===== src/sast_pkg.sv =====
// Shared types and constants for the set-associative search table.
package sast_pkg;

  localparam int unsigned WayCount    = 4;
  localparam int unsigned EntryWidth  = 64;
  localparam int unsigned SaltCount   = 6;
  localparam int unsigned BucketSize  = 10;
  localparam int unsigned DepthMargin = 4;
  localparam logic [1:0]  BoundNone   = 2'd0;
  localparam logic [1:0]  BoundExact  = 2'd3;

  localparam logic [2:0] RegSalt0    = 3'd0;
  localparam logic [2:0] RegSalt5    = 3'd5;
  localparam logic [2:0] RegAge      = 3'd6;
  localparam logic [2:0] RegMate     = 3'd7;

  localparam logic KindProbe = 1'b0;
  localparam logic KindStore = 1'b1;

  typedef struct packed {
    logic [4:0]  age;
    logic        pv;
    logic [1:0]  bound;
    logic [7:0]  depth;
    logic [15:0] score;
    logic [15:0] move;
    logic [15:0] tag;
  } entry_t;

  typedef struct packed {
    logic        kind;
    logic [63:0] pos_key;
    logic [6:0]  fifty_move_count;
    logic [7:0]  ply;
    logic [15:0] store_score;
    logic [15:0] store_move;
    logic [7:0]  store_depth;
    logic [1:0]  store_bound;
    logic        store_pv;
  } req_t;

  typedef struct packed {
    logic        hit;
    logic        written;
    logic [15:0] found_move;
    logic [15:0] found_score;
    logic [7:0]  found_depth;
    logic [1:0]  found_bound;
    logic        found_pv;
  } rsp_t;

  typedef enum logic [1:0] {
    StIdle,
    StRead,
    StDecide,
    StOut
  } state_e;

  typedef struct packed {
    logic capture;
    logic read;
    logic decide;
  } cmd_t;

  // Bucket of the fifty-move count: the count divided by BucketSize, capped at 12.
  function automatic logic [3:0] bucket_of(input logic [6:0] count);
    logic [3:0] b;
    b = 4'd0;
    for (int k = 1; k < 13; k++) begin
      if (count >= 7'(k * BucketSize)) b = 4'(k);
    end
    return b;
  endfunction

endpackage


===== src/sast_ctrl.sv =====
// Controller state machine for the table: read, decide, deliver.
module sast_ctrl
  import sast_pkg::*;
(
  input  logic clk_i,
  input  logic rst_ni,
  input  logic in_fire_i,
  input  logic out_fire_i,
  output logic busy_o,
  output logic out_valid_o,
  output cmd_t cmd_o
);

  state_e state_q, state_d;

  always_ff @(posedge clk_i or negedge rst_ni) begin
    if (!rst_ni) state_q <= StIdle;
    else         state_q <= state_d;
  end

  always_comb begin
    state_d     = state_q;
    cmd_o       = '0;
    busy_o      = 1'b1;
    out_valid_o = 1'b0;
    unique case (state_q)
      StIdle: begin
        busy_o = 1'b0;
        if (in_fire_i) begin
          cmd_o.capture = 1'b1;
          state_d = StRead;
        end
      end
      StRead: begin
        cmd_o.read = 1'b1;
        state_d = StDecide;
      end
      StDecide: begin
        cmd_o.decide = 1'b1;
        state_d = StOut;
      end
      StOut: begin
        out_valid_o = 1'b1;
        if (out_fire_i) state_d = StIdle;
      end
      default: state_d = StIdle;
    endcase
  end

`ifndef SYNTHESIS
  a_read_after_capture: assert property (@(posedge clk_i) disable iff (!rst_ni)
    cmd_o.capture |=> cmd_o.read) else $error("read did not follow capture");
  a_decide_after_read: assert property (@(posedge clk_i) disable iff (!rst_ni)
    cmd_o.read |=> cmd_o.decide) else $error("decide did not follow read");
  a_out_after_decide: assert property (@(posedge clk_i) disable iff (!rst_ni)
    cmd_o.decide |=> out_valid_o) else $error("no result after decide");
`endif

endmodule


===== config.mk =====
export PLATFORM = sky130hd
export DESIGN_NAME = sast_ctrl
export DESIGN_NICKNAME = d
export VERILOG_FILES = /design/src/sast_pkg.sv /design/src/sast_ctrl.sv
export SDC_FILE = /design/constraint.sdc
export NUM_CORES = 1
export LEC_CHECK = 0
export BUFFER_PORTS_ARGS = -buffer_cell sky130_fd_sc_hd__buf_2
export CORE_AREA = 2 2 39 41
export DETAILED_ROUTE_END_ITERATION = 12
export DIE_AREA = 0 0 41 43
export PLACE_DENSITY = 0.37
export SYNTH_ARGS = -nofsm -noshare
export SYNTH_HDL_FRONTEND = slang
export SYNTH_SLANG_ARGS = --single-unit

===== constraint.sdc =====
create_clock -name clk_i -period 1.65 [get_ports clk_i]
set_clock_uncertainty 0.2 [all_clocks]
set_input_delay 0.33 -clock clk_i [delete_from_list [all_inputs] [get_ports clk_i]]
set_output_delay 0.33 -clock clk_i [all_outputs]
set_load 0.01 [all_outputs]

### Word level (Yosys, flattened, before mapping)

Cells that the tools add are included.
W data, S select, Z words.

* latch bits: 0
* flip-flop bits (word level): 2
* bits in read-only memories: 0
* input port bits: 4
* output and inout bits: 5
* bits in writable memories: 0
* memories kept: 0

* shifts and indexed selects: 0
* $add $sub $neg: 0
* $mul: 0
* order comparisons: 0
* eq/ne operators: 5
* bitwise operators: 0
* divide/modulo/power cells: 0
* mux-type cells: 9
* reductions and logical operators: 2

Operator list (count)
* $pmux W2 S4: 1
* $mux W1: 6
* $eq A2 B2 Y1 const B: 2
* $mux W2: 2
* $ne A2 B2 Y1 const B: 2
* $eq A2 B1 Y1 const B: 1
* $logic_not A2 Y1: 1
* $reduce_and A2 Y1: 1

### Longest topological paths before layout

Gate-level depths: netlist of the first run.

* word-level depth: 3
* depth in mapped cells: 5
* gate-level depth less buffers: 5

### Worst setup path before layout of the first run

OpenSTA, ideal clock, no wires.

* path type: register -> register
* start: register state_q[0]
* end: register state_q[1]
* setup slack: 149 ps
* stages on the path, launching flop included: 6
* arrival: 1176 ps
* path buffers: 0
* setup time: 125 ps
* cell sequence: dfrtp_1 inv_1 ha_1 inv_2 o22ai_2 mux2_4

* cells in the longest elaborated chain, start to end: 3
* elaborated cells between the ends (all ways): 8
* classes of those cells: eq/ne (5); mux (1); reduce/logical (2)

RTL lines
* from (decl): line sast_ctrl.sv:14 `state_e state_q, state_d;`
* from (signal assigned): line sast_ctrl.sv:17 `if (!rst_ni) state_q <= StIdle;`
* from (signal assigned): line sast_ctrl.sv:18 `else state_q <= state_d;`
* $eq A2 B2 Y1 / $logic_not A2 Y1 (equally long branches): line sast_ctrl.sv:26 `unique case (state_q)`
* $ne A2 B2 Y1 (no line)
* $reduce_and A2 Y1 (no line)

Several ways; a longest one is shown, not always the timed one.
A chain may end at the register's enable or synchronous reset.

==> results of run 1 <==
worst min path at each step:
stage / from / endpoint / slack (ps) / cells past startpoint
after floorplan: rst_ni / state_q[0]$_DFFE_PN0P_ / -170 / 0
after global placement: rst_ni / state_q[0]$_DFFE_PN0P_ / -90 / 1
after detailed placement: rst_ni / state_q[0]$_DFFE_PN0P_ / -80 / 1
after CTS: rst_ni / state_q[0]$_DFFE_PN0P_ / 200 / 2
after global routing: rst_ni / state_q[1]$_DFFE_PN0P_ / 240 / 2
final: rst_ni / state_q[0]$_DFFE_PN0P_ / 220 / 2
kinds of logic (layout without fill, tap and decap cells):
kind of cell / Yosys count / in the layout
buffers and inverters: 4 / 21
adders and majority gates: 5 / 5
AOI/OAI and AO/OA: 1 / 1
DFF: 2 / 2
and+or+nand+nor: 2 / 2
muxes: 2 / 2
cells in the mapped netlist, drive strengths merged:
master	number	area, um^2
and2	1	7.51
ha	5	62.6
o22ai	1	12.5
inv	4	15.0
mux2i	1	10.0
dfrtp	2	50.1
nor2	1	3.75
mux2	1	15.0
metal layers:
metal / global-route usage (%) / vias to the layer above
li1: - / 85
met5: 0 / -
met3: 3.14 / 0
met1: 5.14 / 76
met2: 9.69 / 9
met4: 6.00 / 0
power groups by stage:
stage	clock network, mW	logic, mW	registers (mW)
6_report	0.107	0.489	0.0958
2_1_floorplan	0	0.225	0.0971
5_1_grt	0.116	0.545	0.0967
3_3_place_gp	0	0.296	0.101
3_5_place_dp	0	0.309	0.103
4_1_cts	0.115	0.431	0.0941
worst max-delay path: cells and delay by family, from the launching register on:
| kind | cells | cell delay (ps) |
|---|---|---|
| buffers and inverters | 3 | 300 |
| adder cells (fa/ha/maj) | 1 | 170 |
| flip-flops | 1 | 370 |
timing repair:
item | in CTS | in global routing
endpoints found under the setup margin | 2 | 3
resized for setup | 5 | 4
endpoints found under the hold margin | 2 | 0
buffers inserted | 4 | 1
pin swaps | 0 | 1
hold buffers | 1 | 0
metrics by stage:
| step | hold slack (ps) | power, mW | setup slack (ps) | area (um^2) |
|---|---|---|---|---|
| final | 217 | 0.691 | 47.5 | 338 |
| after floorplan | -166 | 0.322 | 149 | 176 |
| after CTS | 204 | 0.640 | 7.80 | 318 |
| after global placement | -85.5 | 0.397 | 112 | 236 |
| after detailed placement | -83.6 | 0.412 | 67.9 | 236 |
| after global routing | 238 | 0.758 | 6.98 | 338 |
cell type report:
type                            count  area share (%)
Inverter                            4            4.44
Timing Repair Buffer               14            29.6
Multi-Input combinational cell     10            38.5
Clock buffer                        3            6.67
Sequential cell                     2            14.8
Tap cell                           16            5.93
==> results list, run 1 <==
- Number of maximum-capacitance constraint violations: 0
* Relative max-transition margin: 85.5%
- At the later pin of the worst-skew pair, clock insertion delay measures 220 ps.
* Critical path cell sequence: inv_2 > buf_4 > ha_2 > buf_6
* Count of pins over their slew limit: 0
- Final Core Density: 24.4%
* Leakage power: 0.172 nW
- Number of antenna violations at the first check in global routing: 0
- DRT antenna net count: 0
* Number of cells produced by synthesis: 16
* Cell Pwr Density: 2050 mW/mm^2
- Drt first pass iters: 1
- The critical path starts at state_q[0]$_DFFE_PN0P_.
* Reported net switching power: 260 uW
* Sequential power share: 13.9%
* Post-placement cell count: 40
- Met3 routed WL: 57 um
* Proportion of total power due to net switching: 37.5%
- STA classifies the critical path endpoint as an output port.
- Summing the areas of all xor and xnor instances in the mapped netlist gives 0% of the synthesized area.
- The routed design has 465 um of wire.
- After Yosys synthesis, full adders, half adders and majority gates account for 35.5% of the synthesized area.
- Global-route wire length before repair: 669 um
* Starting density of the core: 12.7%
* Time the worst path needs with I/O delays and setup: 1600 ps
* Syn_area_per_cell: 11.0 um^2
- Buffers inserted during clock tree synthesis total 3.
- Of all nets on the critical path, the largest fanout is 3.
* Via density per instance: 3.47
- Setup violations remaining at the end of the flow were counted as 0.
- Overflow after GRT: 0
- Placed wire-length estimate after detailed placement: 307 um
* R2R setup slack: 80 ps
- Measured along the y axis, the die boundary spans 43 um.
- Synth warnings: 0
- Overall Global Routing Usage: 6.22%
* Internal: 432 uW
- Number of flip-flops and latches in the synthesized netlist: 2
- The critical path ends at cmd_o[0].
* Post-route clock period utilization: 97.1%
- Register with the most flip-flops: state_q
* Final routed wire length divided by cell count: 9.49 um
* Placer's final routability congestion estimate: 0.572
- Leading registers by flop count: state_q: 2 flops
* Worst VDD drop: 0.584 mV
- Data on the critical path arrives at its endpoint at 1070 ps.
* Maximum level of the CTS H-tree: 1
- Run status: complete, no violations
- Net Count, Synth: 25
- Area share of and/or/nand/nor cells after synthesis: 6.38%
* Antenna diode count: 0
- The region available for standard cell placement spans 0.00138 mm^2.
- Maximum clock rate: 624 MHz
* Combined area of the multi-input logic cells: 130 um^2
- Register area: 50.0 um^2
- Worst Max-Slew Pin Slew: 217 ps
* Startpoint of the worst-slack reg-to-reg timing path: state_q[1]$_DFFE_PN0P_
- 9 I/O pins were placed.
- The clock drives 2 sinks.
- Comb pwr share: 70.7%
- Entering global routing, the biggest net connects 4 pins.
* Commonest cells after routing, fill and taps aside: buf_2, buf_4, inv_2, clkbuf_4
- In the final layout, the share of cells above drive strength 1 is 75.8%.
- The net count of the finished layout is 44.
- Max FFs per register: 2
- No sink is reached through more buffers than the 2 on the longest clock path.
- Endpoint of the worst register-to-register path: state_q[1]$_DFFE_PN0P_
- For the worst setup path, the data required time is 1120 ps.
- In this run the cell area of the synthesized design comes to 176 um^2.
* Via count of the first global-routing pass: 188
* Slowest cell on crit path: dfrtp_1
- The critical path in this run is classified as register to output port.
* Clk root buf: clkbuf_4
- The floorplan has 14 rows.
- TritonCTS built the clock tree.
* Area of the die: 0.00176 mm^2
* Worst hold path type: input pin to async pin
- Routed signal wires occupy layers up through met3.
- Part of the power in the clock network: 15.4%
- Via count: 170
- By area, the combinational part of the netlist is dominated by adder cells.
* P&R area growth vs syn: 91.5%
- Count of buffers inserted at the top-level ports: 8
- The library cell used most frequently in the layout, excluding fill and tap cells, is buf_2.
- Post-Layout Cell Count: 49
* Die width: 41 um
* Post-synthesis mux area share: 14.2%
* Number of DRC markers after the initial detailed-route iteration: 0
- Type of element launching the critical path: register
* Final total negative setup slack: 0 ps
- After detailed routing, the wire length on met1 is 179 um.
* Met2 WL post-DR: 228 um
- The number of failing hold endpoints at the final stage came to 0.
- Clock-pin slew was measured on the worst setup and hold paths at 30 ps.
- Compound-Gate Fraction of Synth Area: 7.09%
- Setup repair after global routing left no endpoint under its margin.
- In the routed design, unresolved DRC markers number 0.
- Yosys mapped the design onto 9 distinct sky130hd cell types.
* Sequential share of the synthesized area: 28.4%
- Slowest cell delay on critical path: 370 ps
- The number of cells on the worst reg-to-reg path is 5.
- Number of inserted filler cells in the final layout: 153
No activity file was read; power rests on OpenSTA's default activity.
==> run 2, diff against run 1 <==
--- a/config.mk
+++ b/config.mk
@@ -5,11 +5,12 @@
 export SDC_FILE = /design/constraint.sdc
 export NUM_CORES = 1
 export LEC_CHECK = 0
+export ABC_AREA = 1
 export BUFFER_PORTS_ARGS = -buffer_cell sky130_fd_sc_hd__buf_2
 export CORE_AREA = 2 2 39 41
 export DETAILED_ROUTE_END_ITERATION = 12
 export DIE_AREA = 0 0 41 43
-export PLACE_DENSITY = 0.37
+export PLACE_DENSITY = 0.39
 export SYNTH_ARGS = -nofsm -noshare
 export SYNTH_HDL_FRONTEND = slang
 export SYNTH_SLANG_ARGS = --single-unit
==> constraint.sdc (replaced) <==
create_clock -name clk_i -period 1.65 [get_ports clk_i]
set_clock_uncertainty 0.2 [all_clocks]
set_input_delay 0.33 -clock clk_i [delete_from_list [all_inputs] [get_ports clk_i]]
set_output_delay 0.33 -clock clk_i [all_outputs]
set_load 0.1 [all_outputs]
==> run 2 against run 1 <==
Against the previous run:
- sequential share of layout area down 3.5 points
- the flow now finishes with violations (setup timing)
- routed wire length down 14%
- critical endpoint is now cmd_o[2]
- register-to-register slack better by 180 ps
- worst hold slack better by 10 ps
- first-iteration DRC count unchanged
- die area unchanged
- highest routed layer unchanged
- synthesized cell count up 63%
- critical path depth up 1
- maximum frequency down 4.6%
- global-route usage down 0.30 points
- sequential cell count unchanged
- non-clock buffer count unchanged
==> results list, run 2 <==
- The gate count after technology mapping was 26 (+10).
* Placed wire-length estimate after detailed placement: 305 um (-0.85%)
- Cell types with the highest counts after synthesis: inv_1, nand2_1, ha_1
- The count of filler cells inserted in the layout was 144 (-5.9%).
* Drt first pass iters: 1 (unchanged)
- The fraction of final layout cells with drive strength greater than 1 was 62.8% (-13 points).
- The largest registers in the layout are state_q: 2 flops.
- Starting density of the core: 13.8% (+1.1 points)
- Yosys instantiated no cell more often than inv_1.
- TritonCTS clock tree: yes
- The last weighted congestion value of the routability-driven placer is 0.699 (+22%).
- The reported max-cap violation count is 0 (unchanged).
* Number of DRC markers after the initial detailed-route iteration: 0 (unchanged)
* Worst hold path type: input pin to async pin
* Final Core Density: 31.9% (+7.5 points)
- The die boundary width is 41 um (unchanged).
* Die outline height: 43 um (unchanged)
- Number of placement rows: 14 (unchanged)
- Pin count of the biggest net entering global routing: 4 (unchanged)
* Global-route wire length before repair: 614 um (-8.2%)
* Clock transition time at the flip-flop clock pins of the worst setup and hold paths: 30 ps (about the same)
* Placement Setup Slack: 92.5 ps (+24.6 ps)
* Via count of the first global-routing pass: 182 (-3.2%)
* Drc violations: 0 (unchanged)
- Final total negative setup slack: -38.5 ps (-38.5 ps)
- Ranking of synthesized cells by area: ha_1, dfrtp_1, inv_1
* Syn_area_per_cell: 7.36 um^2 (-33%)
- The count of state elements after synthesis was 2 (unchanged).
- The critical path data arrival time came to 1150 ps (+80 ps).
- Post-route clock period utilization: 102% (+4.7 points)
- The worst-case clock buffer depth was 2 (unchanged).
- Worst Max-Slew Pin Slew: 114 ps (-103 ps)
- Number of distinct library cells after synthesis: 6 (-3)
- The relative slew slack is 92.4% (+6.9 points).
- Routed wire length: 398 um (-14%)
- The post-route worst setup slack came to -29.8 ps (-77.4 ps).
- Number of antenna violations at the first check in global routing: 0 (unchanged)
* Clk root buf: clkbuf_4
* Register area: 50.0 um^2 (unchanged)
- Via count: 191 (+12%)
- Worst hold slack after final layout: 227 ps (+10.3 ps)
- The wire length per cell after detailed routing is 6.75 um (-29%).
- Post-synth design cell area: 191 um^2 (+8.5%)
- Commonest cells after routing, fill and taps aside: nand2_1, buf_12, buf_4
* DRT antenna net count: 0 (unchanged)
- P&R area growth vs syn: 131%
- The largest fanout on the critical path is 3 (unchanged).
- Kind of end point of the critical path: output port
- Type of element launching the critical path: register
* Placeable core region: 0.00138 mm^2 (unchanged)
- The number of levels the H-tree was split into came to 1 (unchanged).
* Time the worst path needs with I/O delays and setup: 1680 ps (+77.4 ps)
* RSZ-0062 raised after global routing: yes
* Clock latency of the later-clocked register in the worst-skew pair: 220 ps (about the same)
- For this run, the leading register cell type out of synthesis is dfrtp_1.
* Asr flop ratio synth: 100% (unchanged)
* Overflow after GRT: 0 (unchanged)
- The number of flip-flops under the largest register name is 2 (unchanged).
* Sequential share of the synthesized area: 26.1% (-2.2 points)
* Register with the most flip-flops: state_q
- The critical path is of the register to output port type.
* Synth warnings: 0 (unchanged)
- The number of enable-type register cells in the synthesized netlist is 0 (unchanged).
- The final setup violation count was 2 (+2).
* Combined area of the multi-input logic cells: 149 um^2 (+14%)
- Net Count, Synth: 35 (+40%)
* Overall Global Routing Usage: 5.93% (-0.30 points)
- The maximum frequency from static timing analysis came to 595 MHz (-4.6%).
* Count of pins over their slew limit: 0 (unchanged)
- The proportion of netlist area held by the largest area contributor is 32.7% (-2.8 points).
- # nets final: 54 (+23%)
- The die area is 0.00176 mm^2 (unchanged).
- The total CTS buffers came to 3 (unchanged).
- Violated checks: setup timing
- Cell type with the largest total area after synthesis: ha_1
- Number of top-level pins: 9 (unchanged)
- Antenna diode count: 0 (unchanged)
- Most common cell after layout, fill and taps aside: nand2_1
- Via density per instance: 3.24 (-6.7%)
* Sink count of the clock tree: 2 (unchanged)
- The run finished, with violations left.
- Required time of the worst setup path: 1120 ps (about the same)
* Count of buffers inserted at the top-level ports: 8 (unchanged)
- The number of failing hold endpoints at the final stage is 0 (unchanged).
==> run 2: logic make-up after synthesis <==
logic type | synth area share, %
adders and majority gates | 32.7
DFF | 26.1
and+or+nand+nor | 25.5
buffers and inverters | 15.7
==> run 2: path summary, 6_finish.rpt <==
check                                        from                endpoint  slack (ps)  depth (start not counted)
hold reg to reg            state_q[0]$_DFFE_PN0P_  state_q[0]$_DFFE_PN0P_         420                          3
setup reg to reg           state_q[1]$_DFFE_PN0P_  state_q[1]$_DFFE_PN0P_         260                          8
hold / removal                             rst_ni  state_q[0]$_DFFE_PN0P_         230                          2
min in group clk_i                     out_fire_i  state_q[1]$_DFFE_PN0P_         290                          5
setup / recovery           state_q[1]$_DFFE_PN0P_                cmd_o[2]         -30                          5
max in group asynchronous                  rst_ni  state_q[1]$_DFFE_PN0P_         920                          2
==> run 2: stage by stage <==
step	instances	cell area, um^2
floorplan	26	211
global placement	52	362
detailed placement	52	362
CTS	58	434
global route	59	442
finish	59	442
==> run 2: worst max-delay path: stages, from the launching register on <==
cell and delay [ps]:
dfrtp_1 370, inv_2 100, ha_4 170, nand2_4 50
clkinvlp_4 70, buf_12 160
==> run 2: final cells by class <==
class / instances / share of cell area (%)
Clock buffer: 3 / 5.10
Timing Repair Buffer: 14 / 36.8
Sequential cell: 2 / 11.3
Inverter: 8 / 8.50
Multi-Input combinational cell: 16 / 33.7
Tap cell: 16 / 4.53
==> run 2: what timing repair did <==
item,CTS,global route
pin swaps,2,0
setup buffers,2,1
endpoints found under the hold margin,2,0
endpoints found under the setup margin,3,4
hold buffers,1,0
gates resized for setup,4,0
==> run 2: metal layers <==
metal / part of all wire (%) / up-vias / global-route usage (%) / wire [um]
li1: - / 110 / - / -
met3: 4.8 / 0 / 3.14 / 19
met5: 0 / - / 0 / 0
met4: 0 / 0 / 8.00 / 0
met2: 54 / 5 / 7.19 / 213
met1: 41 / 76 / 5.81 / 165
Power of run 2 is left out: the tool's default activity adds up to more than one toggle a clock period on the data nets, which glitch-free logic cannot reach.
